<file path="config.mk">
export PLATFORM = sky130hd
export DESIGN_NAME = edf_unit_slot_scheduler
export DESIGN_NICKNAME = d
export VERILOG_FILES = /design/src/rtl/edfs_pkg.sv /design/src/rtl/edf_unit_slot_scheduler.sv
export SDC_FILE = /design/constraint.sdc
export NUM_CORES = 2
export LEC_CHECK = 0
export BUFFER_PORTS_ARGS = -buffer_cell sky130_fd_sc_hd__clkbuf_2
export CAP_MARGIN = 20
export CORE_UTILIZATION = 55
export CTS_BUF_LIST = sky130_fd_sc_hd__clkbuf_8
export DETAILED_ROUTE_END_ITERATION = 16
export HOLD_SLACK_MARGIN = 0.08
export PLACE_DENSITY = 0.71
export RECOVER_POWER = 25
export SLEW_MARGIN = 40
export SYNTH_ARGS = -nofsm -noshare
export SYNTH_HDL_FRONTEND = slang
export SYNTH_SLANG_ARGS = --single-unit
export TNS_END_PERCENT = 30
</file>
<file path="constraint.sdc">
create_clock -name clk_i -period 7.1 [get_ports clk_i]
set_input_delay 1.42 -clock clk_i [delete_from_list [all_inputs] [get_ports clk_i]]
set_output_delay 1.42 -clock clk_i [all_outputs]
set_load 0.02 [all_outputs]
</file>
<file path="src/rtl/edfs_pkg.sv">
// ----------------------------------------------------------------------------
// edfs_pkg
// Shared types and constants for the EDF unit slot scheduler.
// ----------------------------------------------------------------------------
package edfs_pkg;

  localparam int unsigned EDFS_DEPTH     = 64;
  localparam int unsigned SLOT_W         = 16;
  localparam int unsigned OUT_W          = 7;

  typedef enum logic [2:0] {
    ST_IDLE,
    ST_SCAN,
    ST_PICK,
    ST_EMIT,
    ST_EMPTY
  } sched_state_e;

endpackage

</file>
<file path="src/rtl/edf_unit_slot_scheduler.sv">
// ----------------------------------------------------------------------------
// edf_unit_slot_scheduler
// Earliest-deadline-first scheduler over unit time slots, one shared
// compare unit stepping through the task store.
//
// Usage: a task word is taken at a rising edge with start high and busy low.
// Words without last_task_i are stored (up to DEPTH; later ones dropped) and
// busy stays low. A word with last_task_i starts a run: busy rises and stays
// high until the last result has been issued. Results appear one per cycle
// on task_number_o / scheduled_count_o / final_result_o, each marked by a
// one-cycle result_strobe_o; the receiver must take them as they come.
// Flow of a run over n stored tasks: each slot scans all n entries through
// the store read port, then the chosen list is read out at one result per
// cycle. A run that stops at a slot it cannot fill scans that slot too; a
// run that fills nothing gives one result with task 0. Reset clears the
// control state and the task count; the stores need no clearing, as each
// entry is written when its task is loaded.
// ----------------------------------------------------------------------------
module edf_unit_slot_scheduler
  import edfs_pkg::*;
#(
  parameter int unsigned DEPTH = EDFS_DEPTH
) (
  input  logic              clk_i,
  input  logic              rst_ni,
  input  logic              start,
  output logic              busy,
  input  logic [SLOT_W-1:0] release_slot_i,
  input  logic [SLOT_W-1:0] deadline_slot_i,
  input  logic              last_task_i,
  output logic              result_strobe_o,
  output logic [OUT_W-1:0]  task_number_o,
  output logic [OUT_W-1:0]  scheduled_count_o,
  output logic              final_result_o
);

  localparam int unsigned AW = $clog2(DEPTH);
  localparam int unsigned CW = AW + 1;
  localparam logic [CW-1:0] DepthC = CW'(DEPTH);

  logic [SLOT_W-1:0] rel_mem    [DEPTH];
  logic [SLOT_W-1:0] dl_mem     [DEPTH];
  logic              used_mem   [DEPTH];
  logic [CW-1:0]     chosen_mem [DEPTH];

  sched_state_e state_q, state_d;

  logic [CW-1:0]     count_q;
  logic [CW-1:0]     slot_q;
  logic [CW-1:0]     filled_q;
  logic [CW-1:0]     scan_q;
  logic [CW-1:0]     emit_q;
  logic [AW-1:0]     rd_idx_q;
  logic              rd_v_q;
  logic [SLOT_W-1:0] rel_rd_q;
  logic [SLOT_W-1:0] dl_rd_q;
  logic              used_rd_q;
  logic              found_q;
  logic [AW-1:0]     best_idx_q;
  logic [SLOT_W-1:0] best_rel_q;
  logic [SLOT_W-1:0] best_dl_q;
  logic [CW-1:0]     chosen_rd_q;
  logic              strobe_q;
  logic              final_q;
  logic              empty_q;

  logic              accept;
  logic              store_en;
  logic [SLOT_W-1:0] slot_ext;
  logic              cand_ok;
  logic              better;
  logic              scan_rd;
  logic              emit_rd;
  logic              emit_last;
  logic [CW+OUT_W-1:0] task_ext;
  logic [CW+OUT_W-1:0] count_ext;

  assign accept    = start && !busy;
  assign store_en  = accept && (count_q < DepthC);
  assign slot_ext  = SLOT_W'(slot_q);
  assign scan_rd   = (state_q == ST_SCAN) && (scan_q < count_q);
  assign emit_rd   = (state_q == ST_EMIT);
  assign emit_last = (emit_q + 1'b1 == filled_q);

  assign cand_ok = rd_v_q && !used_rd_q && (rel_rd_q <= slot_ext) && (dl_rd_q >= slot_ext);
  assign better  = !found_q || (dl_rd_q < best_dl_q) ||
                   ((dl_rd_q == best_dl_q) && (rel_rd_q >= best_rel_q));

  // task store and used marks
  always_ff @(posedge clk_i) begin
    if (store_en) begin
      rel_mem[count_q[AW-1:0]] <= release_slot_i;
      dl_mem[count_q[AW-1:0]]  <= deadline_slot_i;
    end
    if (store_en) begin
      used_mem[count_q[AW-1:0]] <= 1'b0;
    end else if ((state_q == ST_PICK) && found_q) begin
      used_mem[best_idx_q] <= 1'b1;
    end
    rel_rd_q  <= rel_mem[scan_q[AW-1:0]];
    dl_rd_q   <= dl_mem[scan_q[AW-1:0]];
    used_rd_q <= used_mem[scan_q[AW-1:0]];
  end

  // chosen list
  always_ff @(posedge clk_i) begin
    if ((state_q == ST_PICK) && found_q) begin
      chosen_mem[filled_q[AW-1:0]] <= CW'(best_idx_q) + 1'b1;
    end
    chosen_rd_q <= chosen_mem[emit_q[AW-1:0]];
  end

  always_ff @(posedge clk_i) begin
    if (cand_ok && better) begin
      best_idx_q <= rd_idx_q;
      best_rel_q <= rel_rd_q;
      best_dl_q  <= dl_rd_q;
    end
    rd_idx_q <= scan_q[AW-1:0];
  end

  always_ff @(posedge clk_i or negedge rst_ni) begin
    if (!rst_ni) begin
      state_q  <= ST_IDLE;
    end else begin
      state_q  <= state_d;
    end
  end

  always_comb begin
    state_d = state_q;
    case (state_q)
      ST_IDLE: begin
        if (accept && last_task_i) begin
          if ((count_q == '0) && !store_en) state_d = ST_EMPTY;
          else state_d = ST_SCAN;
        end
      end
      ST_SCAN: begin
        if (scan_q == count_q) state_d = ST_PICK;
      end
      ST_PICK: begin
        if (!found_q) begin
          state_d = (filled_q == '0) ? ST_EMPTY : ST_EMIT;
        end else if (slot_q + 1'b1 == count_q) begin
          state_d = ST_EMIT;
        end else begin
          state_d = ST_SCAN;
        end
      end
      ST_EMIT: begin
        if (emit_last) state_d = ST_IDLE;
      end
      ST_EMPTY: begin
        state_d = ST_IDLE;
      end
      default: begin
        state_d = ST_IDLE;
      end
    endcase
  end

  always_ff @(posedge clk_i or negedge rst_ni) begin
    if (!rst_ni) begin
      count_q  <= '0;
      slot_q   <= '0;
      filled_q <= '0;
      scan_q   <= '0;
      emit_q   <= '0;
      rd_v_q   <= 1'b0;
      found_q  <= 1'b0;
      strobe_q <= 1'b0;
      final_q  <= 1'b0;
      empty_q  <= 1'b0;
    end else begin
      rd_v_q   <= scan_rd;
      strobe_q <= emit_rd || (state_q == ST_EMPTY);
      final_q  <= (emit_rd && emit_last) || (state_q == ST_EMPTY);
      empty_q  <= (state_q == ST_EMPTY);
      if (store_en) begin
        count_q <= count_q + 1'b1;
      end
      if (accept && last_task_i) begin
        slot_q   <= '0;
        filled_q <= '0;
        scan_q   <= '0;
        emit_q   <= '0;
        found_q  <= 1'b0;
      end
      if (scan_rd) begin
        scan_q <= scan_q + 1'b1;
      end
      if (cand_ok) begin
        found_q <= 1'b1;
      end
      if (state_q == ST_PICK) begin
        scan_q  <= '0;
        found_q <= 1'b0;
        if (found_q) begin
          filled_q <= filled_q + 1'b1;
          slot_q   <= slot_q + 1'b1;
        end
      end
      if (emit_rd) begin
        emit_q <= emit_q + 1'b1;
      end
      // drop the task set once the run has been issued
      if ((state_q == ST_EMPTY) || (emit_rd && emit_last)) begin
        count_q <= '0;
      end
    end
  end

  assign task_ext  = {{OUT_W{1'b0}}, chosen_rd_q};
  assign count_ext = {{OUT_W{1'b0}}, filled_q};

  assign busy              = (state_q != ST_IDLE);
  assign result_strobe_o   = strobe_q;
  assign final_result_o    = final_q;
  assign task_number_o     = empty_q ? '0 : task_ext[OUT_W-1:0];
  assign scheduled_count_o = count_ext[OUT_W-1:0];

endmodule
</file>
After elaboration in Yosys (flattened, before gate mapping)
Memories as Yosys holds them, arrays and structs flattened. A register that Yosys moved wholly into a read port is not among the register bits.
Index checks and enable logic that the tools add are counted.

word-level totals
  register bits = 87
  memory bits (writable) = 2560
  bits of input ports = 36
  memories = 4

memory list
  name        words  width  rd ports  clocked after Yosys merged registers in  write ports  line                           source
  dl_mem      64     16     1         1                                        1            edf_unit_slot_scheduler.sv:42  logic [SLOT_W-1:0] dl_mem [DEPTH];
  rel_mem     64     16     1         1                                        1            edf_unit_slot_scheduler.sv:41  logic [SLOT_W-1:0] rel_mem [DEPTH];
  chosen_mem  64     7      1         1                                        1            edf_unit_slot_scheduler.sv:44  logic [CW-1:0] chosen_mem [DEPTH];
  used_mem    64     1      1         1                                        1            edf_unit_slot_scheduler.sv:43  logic used_mem [DEPTH];

operators by class
  add/subtract/negate cells = 6
  order comparisons = 6
  eq/ne operators = 11
  muxes and demuxes = 33
  reductions and logical operators = 30

operators with widths
  kind                                                   number
  2-to-1 mux 7 bit                                       13
  adder 7 x 1 -> 7 bit, second input constant            5
  equality test 7 bit                                    3
  2-to-1 mux 3 bit                                       6
  equality test 16 bit                                   1
  >= comparator 16 bit                                   1
  >= comparator 16 x 7 -> 1 bit                          1
  less-or-equal comparator 16 x 7 -> 1 bit               1
  less-than comparator 16 bit                            1
  logical NOT 7 bit                                      2
  logical AND 1 bit                                      12
  one-hot mux 3 bit (4 select lines)                     1
  2-to-1 mux 1 bit                                       11
  nonzero test 3 bit                                     3
  adder 6 x 1 -> 7 bit, second input constant            1
  less-than comparator 7 bit                             1
  less-than comparator 7 bit, second input constant      1
  equality test 3 x 2 -> 1 bit, second input constant    2
  2-to-1 mux 6 bit                                       1
  logical NOT 1 bit                                      4
  logical OR 1 bit                                       4
  inequality test 2 x 1 -> 1 bit, second input constant  2
  nonzero test 2 bit                                     2
  equality test 3 x 1 -> 1 bit, second input constant    1
  other kinds (6)                                        6

Longest topological paths before layout
  depth in word-level cells = 9
  depth in mapped cells = 13

Worst setup path before layout
Ideal clock, no wire load.

  path kind = input port to flip-flop
  start = input start
  end = memory dl_mem[63][0] (enable)
  arrival = 3779 ps
  data required time = 6679 ps
  path slack = 2900 ps
  cell stages on the path = 5
  path through = nor3b_1 and3_1 clkbuf_1 nand3_2 nor2_1

on the way
  cells in the longest elaborated chain, start to end = 4

RTL lines
  what                                    line                           source
  start: declaration                      edf_unit_slot_scheduler.sv:26  input logic start,
  logical AND 1 bit                       edf_unit_slot_scheduler.sv:78  assign accept = start && !busy;
  logical AND 1 bit                       edf_unit_slot_scheduler.sv:79  assign store_en = accept && (count_q < DepthC);
  2-to-1 mux 1 bit                        edf_unit_slot_scheduler.sv:91  if (store_en) begin
  2-to-1 mux 1 bit (not written as such)  edf_unit_slot_scheduler.sv:93  dl_mem[count_q[AW-1:0]] <= deadline_slot_i;
  end: declaration                        edf_unit_slot_scheduler.sv:42

Every way passes these cells.

==> flow_summary.ini <==
[detailed_routing]
drtIter0Drc = 6725
wl_um = 255400
viasPerCell = 6.357
vias = 51798
wire_per_inst_um = 31.34
ant_nets = 0
dr.pass1.iters = 14
route.detailed.drc = 2

[timing]
hold_violations = 0
period_minus_slack_ns = 5.168
fin_setup_tns_ns = 0
slew_viol_final = 1499
timing.hold.ws_ns = 0.4016
fin_crit_sh = 0.7279
slew_headroom = -1.669
setup_viol_count_final = 0
rsz0062_at_grt = false
fmax_ghz = 0.1935
finClkSkew_ns = 0.1281
worst_pin_slew_ns = 4.003

[die]
placementRows = 159
die_y_um = 438.0
dieArea_mm2 = 0.1919
die_w_um = 438.0
core_area_mm2 = 0.1884
pin_count = 53
start_util = 0.5550

[clock_network]
ctsHoldBuffers = 0
tritoncts = yes
numCtsBuffers = 425
cts_setup_buffers = 0
clock_latency_ns = 1.09
cts.sinks = 2687
cts-root-buf = clkbuf_8
path_clk_slew_ns = 0.06
cts_resized = 0
clock_path_buffers = 4
htreeDepth = 5

[flow_run]
cap_violations = 30

[hold_path]
hold_path_class = reg -> reg
whs_endpoint = best_idx_q[2]$_DFFE_PP_
hp-start = rd_idx_q[2]$_DFF_P_
hold_depth = 0

[synth]
ys_seq_area_frac = 0.7652
ys_top_cells_by_area = edfxtp_1 (75%), mux4_2 (15%), dfrtp_1 (1.0%)
synth_nets = 4981
yosysWarnings = 0
yosys.area_share.xor_xnor = 0.002776
postSynth.asyncResetShare = 0.01600
postSynthCellCount = 4884
yosys.area.top_type_share = 0.7461
synth_top_cells_by_count = edfxtp_1 (2598), mux4_2 (698), nor2_1 (280)
synthSimpleGateAreaFrac = 0.02871
synthAdderAreaFrac = 0.007300
ys_types = 70
avgSynthCellArea_um2 = 21.41
synth_top_family_by_area = multiplexers
synth-main-ff-cell = edfxtp_1
synth.most_common_cell = edfxtp_1
synth_compound_area_frac = 0.02000
ys_ff_latch = 2687
netlist_area_mm2 = 0.1046
synth_mux_area_frac = 0.1611
yosysTopAreaCell = edfxtp_1
synth_edf_count = 2598

[setup_path]
worstPathMaxFanout = 46
required_ns = 8.01
worst-r2r-cell-count = 5
reg2reg_to = dl_rd_q[9]$_DFF_P_
worst-setup-path-type = reg -> reg
arrival_ns = 6.07
startpoint_type = register
cp-end-kind = register
rr_startpoint = scan_q[2]$_DFFE_PN0P_
reg2reg_slack_ns = 1.93

[global_route]
grt_start_max_net_pins = 101
grt_util_met3 = 0.05858
met1_usage = 0.3735
use_met2 = 0.4176
top_usage_layer = met2
grt_pass1_wl_um = 365600
grt_pass1_vias = 51779
grt_usage = 0.2684
antenna_found_initial = 16
grt.overflow.total = 0

[placed_design]
routabilityCongestion = 0.8920
placed_area_mm2 = 0.1105
post-dp-hpwl_um = 158700
io_buffers = 52

[pwr]
powerDensity_mw_per_mm2 = 251.0
ir_worst_vdd_mv = 0.2286
power.total_mw = 29.64
leakagePower_nw = 39.04

[run_status]
status = finished with violations
failed_checks = design-rule violations, max-capacitance violations, max-slew violations

[final_layout]
final_util = 0.6268
postLayoutCellArea_mm2 = 0.1181
areaGrowthSynthToFinish_pct = 12.93
drive_gt1_frac = 0.2796
nets = 5428
[routing by layer]
| metal | vias to the layer above | share of wire | routed length, um |
|---|---|---|---|
| met5 | - | 0.00020 | 52 |
| met4 | 8 | 0.042 | 10840 |
| met3 | 528 | 0.099 | 25170 |
| met2 | 2867 | 0.48 | 122300 |
| met1 | 27104 | 0.38 | 97050 |
| li1 | 21291 | - | - |
[through the flow]
stage | instances | setup slack, ns
finish | 8148 | 1.932
global route | 8148 | 1.970
floorplan | 4884 | 2.900
global placement | 7285 | 2.053
detailed placement | 7393 | 2.277
CTS | 8137 | 3.021
[critical path: stages, from the launching register on]
cell and delay (ns):
dfrtp_1 2.14, buf_4 0.87, nor2_1 0.23, a221oi_1 0.98, a21oi_1 0.29, a2111oi_0 0.41
[state kept, by name, indices dropped and copies added (netlist names), 16 cells and up]
name / cells
dl_mem: 1024
rel_mem: 1024
chosen_mem: 448
used_mem: 64
best_dl_q: 16
best_rel_q: 16
dl_rd_q: 16
rel_rd_q: 16
[kinds of logic after synthesis]
| logic type | count (synthesis) |
|---|---|
| DFF | 2687 |
| muxes | 808 |
| buffers and inverters | 316 |
| adders and majority gates | 61 |
| and+or+nand+nor | 674 |
| xor gates and xnor gates | 30 |
| AOI/OAI and AO/OA | 308 |
[cell type report]
| cell class | count | area, um2 |
|---|---|---|
| Sequential cell | 2687 | 80030 |
| Fill cell | 12461 | 70320 |
| Multi-Input combinational cell | 1881 | 23660 |
| Clock buffer | 455 | 6262 |
| Timing Repair Buffer | 268 | 3313 |
| Tap cell | 2495 | 3122 |
| Clock inverter | 289 | 1420 |
| Inverter | 68 | 262.8 |
| Antenna cell | 5 | 12.51 |
[layout by cell type (no fill, tap or decap), types with 46 or more instances in the layout]
master    instances
nand2_1         162
dfxtp_1          46
nor2_4           65
nor2_1          212
mux4_2          698
inv_1           191
nand3_1          96
clkbuf_8        455
buf_4            75
ha_1             60
o21ai_0          50
clkinv_1         93
buf_16           51
buf_8            51
clkinv_2         50
edfxtp_1       2598
a21oi_1          52
mux2i_1          94
[worst max path at each step]
stage / start / endpoint / slack, ns / cells past startpoint
4_1_cts: scan_q[0]$_DFFE_PN0P_ / rel_rd_q[3]$_DFF_P_ / 3.02 / 6
6_report: scan_q[2]$_DFFE_PN0P_ / dl_rd_q[9]$_DFF_P_ / 1.93 / 5
2_1_floorplan: start / dl_mem[63][0]$_DFFE_PP_ / 2.90 / 5
3_5_place_dp: start / dl_mem[59][15]$_DFFE_PP_ / 2.28 / 7
5_1_grt: scan_q[2]$_DFFE_PN0P_ / dl_rd_q[1]$_DFF_P_ / 1.97 / 5
3_3_place_gp: start / dl_mem[11][7]$_DFFE_PP_ / 2.05 / 6
[power breakdown]
| group | switching [mW] | total, mW | internal [mW] |
|---|---|---|---|
| clock network | 5.84 | 12.0 | 6.19 |
| registers | 0 | 17.3 | 17.3 |
| logic | 0.247 | 0.258 | 0.0117 |
No activity file was read; power rests on OpenSTA's default activity.
